$ cat config.mk
export PLATFORM = sky130hd
export DESIGN_NAME = condition_triple_confidence_top
export DESIGN_NICKNAME = d
export VERILOG_FILES = /design/src/rtl/ctc_pkg.sv /design/src/rtl/condition_triple_confidence_top.sv /design/src/rtl/ctc_cell.sv
export SDC_FILE = /design/constraint.sdc
export NUM_CORES = 2
export LEC_CHECK = 0
export ABC_AREA = 1
export BUFFER_PORTS_ARGS = -buffer_cell sky130_fd_sc_hd__buf_4
export CAP_MARGIN = 30
export CORE_AREA = 2 2 314 316
export CTS_CLUSTER_SIZE = 28
export DETAILED_ROUTE_END_ITERATION = 12
export DIE_AREA = 0 0 316 318
export HOLD_SLACK_MARGIN = 0.06
export PLACE_DENSITY = 0.78
export SLEW_MARGIN = 10
export SYNTH_ARGS = -nofsm -noshare
export SYNTH_HDL_FRONTEND = slang
export SYNTH_SLANG_ARGS = --single-unit
$ cat constraint.sdc
create_clock -name i_clk -period 88.8 [get_ports i_clk]
set_input_delay 17.76 -clock i_clk [delete_from_list [all_inputs] [get_ports i_clk]]
set_output_delay 17.76 -clock i_clk [all_outputs]
set_load 0.01 [all_outputs]
$ cat src/rtl/ctc_pkg.sv
package ctc_pkg;

    localparam int MAX_TRIPLES_DEF = 16;
    localparam int Q_FRAC          = 16;
    localparam int PROB_W          = 17;
    localparam int ID_W            = 32;

    localparam logic [PROB_W-1:0] ONE_Q16  = 17'h10000;
    localparam logic [PROB_W-1:0] ZERO_Q16 = 17'h00000;

    localparam logic MODE_INDEPENDENT = 1'b0;
    localparam logic MODE_CONDITION   = 1'b1;

    typedef struct packed {
        logic signed [ID_W-1:0] var_id;
        logic signed [ID_W-1:0] value_id;
        logic [PROB_W-1:0]      probability;
        logic                   last;
    } t_in_req;

    typedef struct packed {
        logic [PROB_W-1:0] confidence;
        logic              conflict;
        logic              overflow;
    } t_out_req;

    typedef struct packed {
        logic signed [ID_W-1:0] var_id;
        logic signed [ID_W-1:0] value_id;
    } t_pair;

    typedef struct packed {
        logic match;
        logic differ;
    } t_cell_hit;

endpackage

$ cat src/rtl/condition_triple_confidence_top.sv
// Channel  Valid        Stall        Payload
// input    i_in_valid   o_in_stall   i_in_req  (t_in_req)
// output   o_out_valid  i_out_stall  o_out_req (t_out_req)
// config   i_cfg_we     -            i_cfg_wdata (mode)
//
// One request per cycle unless o_in_stall; the result is registered in the cycle
// after its last-marked request.
// Reset: synchronous active low; condition mode, product one, count and flags zero.
// Input stalls only while a result is held and the output is stalled.
module condition_triple_confidence_top
    import ctc_pkg::*;
#(
    parameter int MAX_TRIPLES = MAX_TRIPLES_DEF
) (
    input  logic     i_clk,
    input  logic     i_rst_n,
    input  logic     i_cfg_we,
    input  logic     i_cfg_wdata,
    input  logic     i_in_valid,
    output logic     o_in_stall,
    input  t_in_req  i_in_req,
    output logic     o_out_valid,
    input  logic     i_out_stall,
    output t_out_req o_out_req
);

    localparam int CW = $clog2(MAX_TRIPLES + 1);

    logic                r_mode;
    logic [CW-1:0]       r_count,    n_count;
    logic [PROB_W-1:0]   r_prod,     n_prod;
    logic                r_conflict, n_conflict;
    logic                r_overflow, n_overflow;
    logic                r_out_valid;
    t_out_req            r_out_req;

    logic                in_acc;
    logic                store;
    logic                found;
    logic                differ;
    logic [PROB_W-1:0]   p_sat;
    logic [2*PROB_W-1:0] mul;
    logic [PROB_W-1:0]   mul_q;
    t_pair               query;
    t_pair               chain [MAX_TRIPLES+1];
    t_cell_hit           hits  [MAX_TRIPLES];

    assign o_in_stall = r_out_valid && i_out_stall;
    assign in_acc     = i_in_valid && !o_in_stall;

    assign query.var_id   = i_in_req.var_id;
    assign query.value_id = i_in_req.value_id;
    assign chain[0]       = query;

    genvar k;
    generate
        for (k = 0; k < MAX_TRIPLES; k++) begin : g_cell
            ctc_cell u_cell (
                .i_clk    (i_clk),
                .i_shift  (store),
                .i_active (r_count > CW'(k)),
                .i_pair   (chain[k]),
                .i_query  (query),
                .o_pair   (chain[k+1]),
                .o_hit    (hits[k])
            );
        end
    endgenerate

    always_comb begin
        found  = 1'b0;
        differ = 1'b0;
        for (int j = 0; j < MAX_TRIPLES; j++) begin
            found  = found  | hits[j].match;
            differ = differ | hits[j].differ;
        end
    end

    assign p_sat = i_in_req.probability[PROB_W-1] ? ONE_Q16 : i_in_req.probability;
    assign mul   = r_prod * p_sat;
    assign mul_q = mul[Q_FRAC+PROB_W-1:Q_FRAC];

    always_comb begin
        n_count    = r_count;
        n_prod     = r_prod;
        n_conflict = r_conflict;
        n_overflow = r_overflow;
        store      = 1'b0;
        if (in_acc) begin
            if (r_mode == MODE_INDEPENDENT) begin
                n_prod = mul_q;
            end else if (found) begin
                if (differ) begin
                    n_prod     = ZERO_Q16;
                    n_conflict = 1'b1;
                end
            end else begin
                n_prod = mul_q;
                if (r_count < CW'(MAX_TRIPLES)) begin
                    store   = 1'b1;
                    n_count = r_count + CW'(1);
                end else begin
                    n_overflow = 1'b1;
                end
            end
        end
    end

    always_ff @(posedge i_clk) begin
        if (!i_rst_n) begin
            r_mode      <= MODE_CONDITION;
            r_count     <= '0;
            r_prod      <= ONE_Q16;
            r_conflict  <= 1'b0;
            r_overflow  <= 1'b0;
            r_out_valid <= 1'b0;
        end else begin
            if (i_cfg_we) begin
                r_mode <= i_cfg_wdata;
            end
            if (in_acc && i_in_req.last) begin
                r_count     <= '0;
                r_prod      <= ONE_Q16;
                r_conflict  <= 1'b0;
                r_overflow  <= 1'b0;
                r_out_valid <= 1'b1;
            end else begin
                r_count    <= n_count;
                r_prod     <= n_prod;
                r_conflict <= n_conflict;
                r_overflow <= n_overflow;
                if (!i_out_stall) begin
                    r_out_valid <= 1'b0;
                end
            end
        end
    end

    always_ff @(posedge i_clk) begin
        if (in_acc && i_in_req.last) begin
            r_out_req.confidence <= n_prod;
            r_out_req.conflict   <= n_conflict;
            r_out_req.overflow   <= n_overflow;
        end
    end

    assign o_out_valid = r_out_valid;
    assign o_out_req   = r_out_req;

`ifndef SYNTHESIS
    a_count_bound: assert property (@(posedge i_clk) disable iff (!i_rst_n)
        r_count <= CW'(MAX_TRIPLES))
        else $error("entry count beyond store depth");

    a_tuple_clear: assert property (@(posedge i_clk) disable iff (!i_rst_n)
        in_acc && i_in_req.last |=> r_count == '0 && r_prod == ONE_Q16 && o_out_valid)
        else $error("tuple state not cleared after last request");

    a_conflict_zero: assert property (@(posedge i_clk) disable iff (!i_rst_n)
        r_conflict |-> r_prod == ZERO_Q16)
        else $error("conflict with nonzero product");
`endif

endmodule

$ cat src/rtl/ctc_cell.sv
module ctc_cell
    import ctc_pkg::*;
(
    input  logic      i_clk,
    input  logic      i_shift,
    input  logic      i_active,
    input  t_pair     i_pair,
    input  t_pair     i_query,
    output t_pair     o_pair,
    output t_cell_hit o_hit
);

    t_pair r_pair;

    always_ff @(posedge i_clk) begin
        if (i_shift) begin
            r_pair <= i_pair;
        end
    end

    always_comb begin
        o_hit.match  = i_active && (r_pair.var_id == i_query.var_id);
        o_hit.differ = i_active && (r_pair.var_id == i_query.var_id)
                       && (r_pair.value_id != i_query.value_id);
    end

    assign o_pair = r_pair;

endmodule
# [Word-level counts from Yosys, hierarchy flattened]
# Cells that the tools add are included.
[totals] register_bits=1069 inputBits=88 output_inout_bits=21 elab_cells=182
[classes] add_sub_neg=1 mul=1 order_cmp=17 eq_ne=33 mux=19 n_bitwise=32 reduce_logical=38
[op_table] cell="32-bit == test" count=16
[op_table] cell="32-bit != test" count=16
[op_table] cell="17-bit two-way mux" count=5
[op_table] cell="5-bit by 4-bit greater-than comparator with 1-bit output (second input constant)" count=8
[op_table] cell="1-bit logical AND" count=35
[op_table] cell="17-bit by 17-bit multiplier with 33-bit output" count=1
[op_table] cell="1-bit bitwise OR" count=30
[op_table] cell="5-bit by 3-bit greater-than comparator with 1-bit output (second input constant)" count=4
[op_table] cell="1-bit two-way mux" count=14
[op_table] cell="5-bit by 1-bit greater-than comparator with 1-bit output (second input constant)" count=2
[op_table] cell="5-bit by 2-bit greater-than comparator with 1-bit output (second input constant)" count=2
[op_table] cell="5-bit by 1-bit adder with 5-bit output (second input constant)" count=1
[op_table] cell="5-bit < comparator (second input constant)" count=1
[op_table] cell="4-bit AND reduction" count=1
[op_table] cell="2-bit by 1-bit != test with 1-bit output (second input constant)" count=1
[op_table] cell="1-bit NOT" count=2
[op_table] cell="2-bit OR reduction" count=1
[op_table] cell="1-bit zero test" count=1

# [Logic depth before layout (Yosys ltp)]
[logic_depth] depth_word=22 depth_mapped=32 mapped_depth_nobuf=30

# [By module]
# A second synthesis with hierarchy kept.
[hier_totals] cells_unflattened=6433 hier_area_um2=60006.3
[modules_own_cells] module="ctc_cell" n_inst=16 cells_per_inst=299 area_each_um2=2997.9 seq_area_each_um2=1921.8
[modules_own_cells] module="condition_triple_confidence_top" n_inst=1 cells_per_inst=1649 area_each_um2=12040.3 seq_area_each_um2=1091.0

# [Worst setup path after synthesis]
# Ideal clock, no wire load.
[synth_path] path_type="in2reg" from="input i_in_req[65] (netlist bit)" to="register g_cell[0].u_cell.r_pair, in the netlist g_cell[0].u_cell.o_pair[0], enable pin" setup_time_ps=1357 arrival_time_ps=38748 t_required_ps=87443 setup_slack_ps=48695 cell_stages=15 n_path_buf=2 path_cell_list="buf_4 > buf_4 > o21ai_0 > nor2_1 > nand2_1 > nor2_1 > nand3_1 > nor2_1 > inv_1 > nand2_1 > nor2_2 > nand2_1 > nor2_4 > nand3_1 > inv_1"
[synth_via] elab_chain_cells=20 elab_cells_between_ends=50 classes_between="eq/ne: 16; mux: 3; bitwise: 15; reduce/logical: 16"
[synth_lines] element="from (decl)" line_no="condition_triple_confidence_top.sv:21" source="input t_in_req i_in_req,"
[synth_lines] element="32-bit == test" line_no="ctc_cell.sv:22" source="o_hit.match = i_active && (r_pair.var_id == i_query.var_id);"
[synth_lines] element="1-bit logical AND" line_no="ctc_cell.sv:22"
[synth_lines] element="1-bit bitwise OR (14 in series)" line_no="condition_triple_confidence_top.sv:74" source="found = found | hits[j].match;"
[synth_lines] element="1-bit bitwise OR (*)" line_no="condition_triple_confidence_top.sv:74"
[synth_lines] element="1-bit two-way mux (*)" line_no="condition_triple_confidence_top.sv:92" source="end else if (found) begin"
[synth_lines] element="1-bit two-way mux (*)" line_no="condition_triple_confidence_top.sv:90" source="if (r_mode == MODE_INDEPENDENT) begin"
[synth_lines] element="1-bit two-way mux (*)" line_no="condition_triple_confidence_top.sv:89" source="if (in_acc) begin"
[synth_lines] element="named net g_cell[0].u_cell.i_shift" line_no="ctc_cell.sv:5" source="input logic i_shift,"
[synth_lines] element="to (signal assigned)" line_no="ctc_cell.sv:17" source="r_pair <= i_pair;"
[synth_lines] element="to (decl)" line_no="ctc_cell.sv:13" source="t_pair r_pair;"
# The timed path passes the listed nets; every way through them passes the cells marked *.
# A chain may end at the register's enable or synchronous reset.

# [Final worst setup path]
[layout_path] from="input i_out_stall" to="output o_in_stall"
[layout_via] elab_chain_cells=1
[layout_lines] element="from (decl)" line_no="condition_triple_confidence_top.sv:23" source="input logic i_out_stall,"
[layout_lines] element="1-bit logical AND" line_no="condition_triple_confidence_top.sv:48" source="assign o_in_stall = r_out_valid && i_out_stall;"
[layout_lines] element="to (decl)" line_no="condition_triple_confidence_top.sv:20" source="output logic o_in_stall,"
# No other way between the ends.

==> out/metrics.csv <==
stage,metric,value,unit
final_layout,fillers,7417,
final_layout,area_growth,8.478,%
route,routed_via_density,5.444,
clocking,holdBufCountCts,0,
route,dr.pass1.iters,8,
critical_path,worstSetupPathType,in -> out,
clocking,cts.sinks,1069,
route,vias,37520,
status,status,finished clean,
worst_hold_path,hold_class,reg -> reg,
sta,setup_tns,0,ns
die,rows,115,
critical_path,cp.arrival,18.13,ns
place,globalplace.congestion,0.9665,
sta,relSlewSlack,22.25,%
sta,min_period,35.89,ns
yosys,avgSynthCellArea,10.61,µm²
critical_path,crit_chain,buf_4 > nand2_1 > inv_1 > buf_4,
place,dp_hpwl,103100,µm
yosys,synth_cell_type_count,47,
global_routing,grt_util_all_layers,28.06,%
yosys,ys_seq_elements,1069,
final_layout,drive_gt1_share,6.887,%
critical_path,cp_max_fo,2,
sta,fin_worst_skew,0.02993,ns
critical_path,slowest_stage,buf_4,
global_routing,grt_pass1_vias,38130,
critical_path,cp_top_family,buffers and inverters,
power_and_ir_drop,vdd_ir_drop_max,0.01901,mV
clocking,htree_levels,3,
critical_path,worst_path_largest_cell_delay,0.14,ns
yosys,yosys_warnings,0,
critical_path,cp-start-kind,input port,
sta,final_hold_viol_count,0,
yosys,syn-cell-area,57880,µm²
clocking,clkTransAtPathRegs,0.05,ns
power_and_ir_drop,clockPowerShare,35.7,%
place,placement.io_buffers,108,
clocking,clock_latency,0.70,ns
sta,setup_viol,0,
power_and_ir_drop,power.internal,924.3,µW
power_and_ir_drop,power_density,20.22,nW/µm²
yosys,synth_edf_count,1043,
sta,finalCritPeriodShare,40.42,%
global_routing,antenna_found_initial,8,
die,dieArea,100500,µm²
sta,fin_hold_ws,0.4477,ns
sta,rsz0062_at_grt,no,
clocking,cts_resized,0,
die,num_io_pins,109,
power_and_ir_drop,swShare,27.19,%
global_routing,grt_max_degree,204,
die,core,97410,µm²
final_layout,layout.nets,5932,
route,wl,139500,µm
critical_path,end_kind,output pin,
route,drc_errors,0,
yosys,synthArstFlopShare,0,%
global_routing,grt_first_pass_wirelength,212200,µm
power_and_ir_drop,p_leak,25.31,nW
clocking,numCtsBuffers,107,
clocking,cts_setup_buffers,0,
sta,tightest_slew,1.166,ns
yosys,synth_flop_cell,edfxtp_1,
die,initial_core_util,59.42,%
clocking,tritoncts,built,
clocking,clock_path_buffers,3,
sta,finalMaxSlewViolations,0,
power_and_ir_drop,p_sw,345.1,µW
final_layout,mostFrequentLayoutCell,nand2_1,
clocking,cts-root-buf,clkbuf_16,
die,die_w,316,µm
yosys,postSynthCellCount,5453,
route,drt_iter0_drc,3914,
die,die_y,318,µm
critical_path,cp.required,71.04,ns
run,cap_viol_max_count,0,
yosys,syn_nets,5869,
critical_path,crit_buf_inv,3,
route,wl_per_cell,20.24,µm
route,final_antenna_net_count,0,
power_and_ir_drop,sequentialPowerShare,49.5,%
global_routing,grt_overflow,0,
critical_path,crit_top_cell,buf_4,
yosys,yosysSeqAreaShare,55.01,%
power_and_ir_drop,pwr-share-comb,14.9,%
final_layout,final_cell_mix,"nand2_1 (1371), edfxtp_1 (1043), nor2_1 (640)",
sta,max_freq,0.02786,GHz
## routing by layer
metal	up-vias	track usage, %	share of wire (%)
li1	17490	-	-
met2	1530	46.64	49
met5	-	0	0.057
met1	18070	34.61	37
met4	14	15.16	6.0
met3	419	5.406	8.1
## sequential cells by signal, indices dropped and copies added, names as in the netlist
register              count
r_prod                   17
o_out_req                19
r_mode                    1
o_out_valid               1
g_cell.u_cell.o_pair   1024
r_conflict                1
r_overflow                1
r_count                   5
## metrics by stage
step | setup WS, ns | instance area [µm²] | std cells | power [mW] | util, %
global placement | 52.89 | 59160 | 6687 | 0.8166 | 60.73
global route | 52.85 | 62790 | 6892 | 1.317 | 64.45
detailed placement | 52.90 | 59190 | 6688 | 0.8246 | 60.76
CTS | 52.90 | 62640 | 6886 | 1.272 | 64.31
finish | 52.91 | 62790 | 6893 | 1.270 | 64.46
floorplan | 48.70 | 57880 | 5453 | 0.7958 | -
## final timing paths
| kind | slack (ns) | depth (start not counted) | startpoint | end |
|---|---|---|---|---|
| setup reg to reg | 81.86 | 24 | r_prod[6] | o_out_req[16] |
| hold reg to reg | 0.45 | 0 | g_cell[12].u_cell.o_pair[61] | g_cell[13].u_cell.o_pair[61] |
| setup / recovery | 52.91 | 4 | i_out_stall | o_in_stall |
| hold / removal | 0.45 | 0 | g_cell[12].u_cell.o_pair[61] | g_cell[13].u_cell.o_pair[61] |
## synth_stat cells, types with 42 or more instances
cell type / number / area [µm²]
or2_2: 51 / 319.1
ha_1: 107 / 1339
nor2_1: 641 / 2406
xor2_1: 248 / 2172
buf_6: 47 / 529.3
nand2_1: 1371 / 5146
xnor2_1: 440 / 3854
fa_1: 221 / 4424
buf_2: 42 / 210.2
buf_4: 52 / 390.4
nand3_1: 139 / 695.7
o21ai_0: 112 / 560.5
a21oi_1: 48 / 240.2
edfxtp_1: 1043 / 31320
inv_1: 638 / 2395
## layout make-up
class | instances | area [µm²] | area share, %
Sequential cell | 1069 | 31840 | 50.71
Multi-Input combinational cell | 3540 | 22260 | 35.45
Clock buffer | 126 | 2790 | 4.444
Inverter | 669 | 2524 | 4.019
Tap cell | 1287 | 1610 | 2.565
Timing Repair Buffer | 129 | 1099 | 1.750
Clock inverter | 72 | 665.6 | 1.060
Antenna cell | 1 | 2.502 | 0.003985
## kinds of logic after synthesis
kind of cell | after synthesis | share of synthesized area [%]
DFF | 1069 | 55.01
AOI/OAI and AO/OA | 220 | 2.047
adders and majority gates | 328 | 9.957
buffers and inverters | 844 | 6.548
and+or+nand+nor | 2304 | 16.03
xor gates and xnor gates | 688 | 10.41
## power by group through the flow
stage	registers, mW	logic [mW]	clock network, mW
6_report	0.628	0.189	0.453
2_1_floorplan	0.658	0.137	0
5_1_grt	0.632	0.210	0.476
3_3_place_gp	0.635	0.181	0
4_1_cts	0.628	0.188	0.457
3_5_place_dp	0.638	0.186	0
No activity file was read; power rests on OpenSTA's default activity.
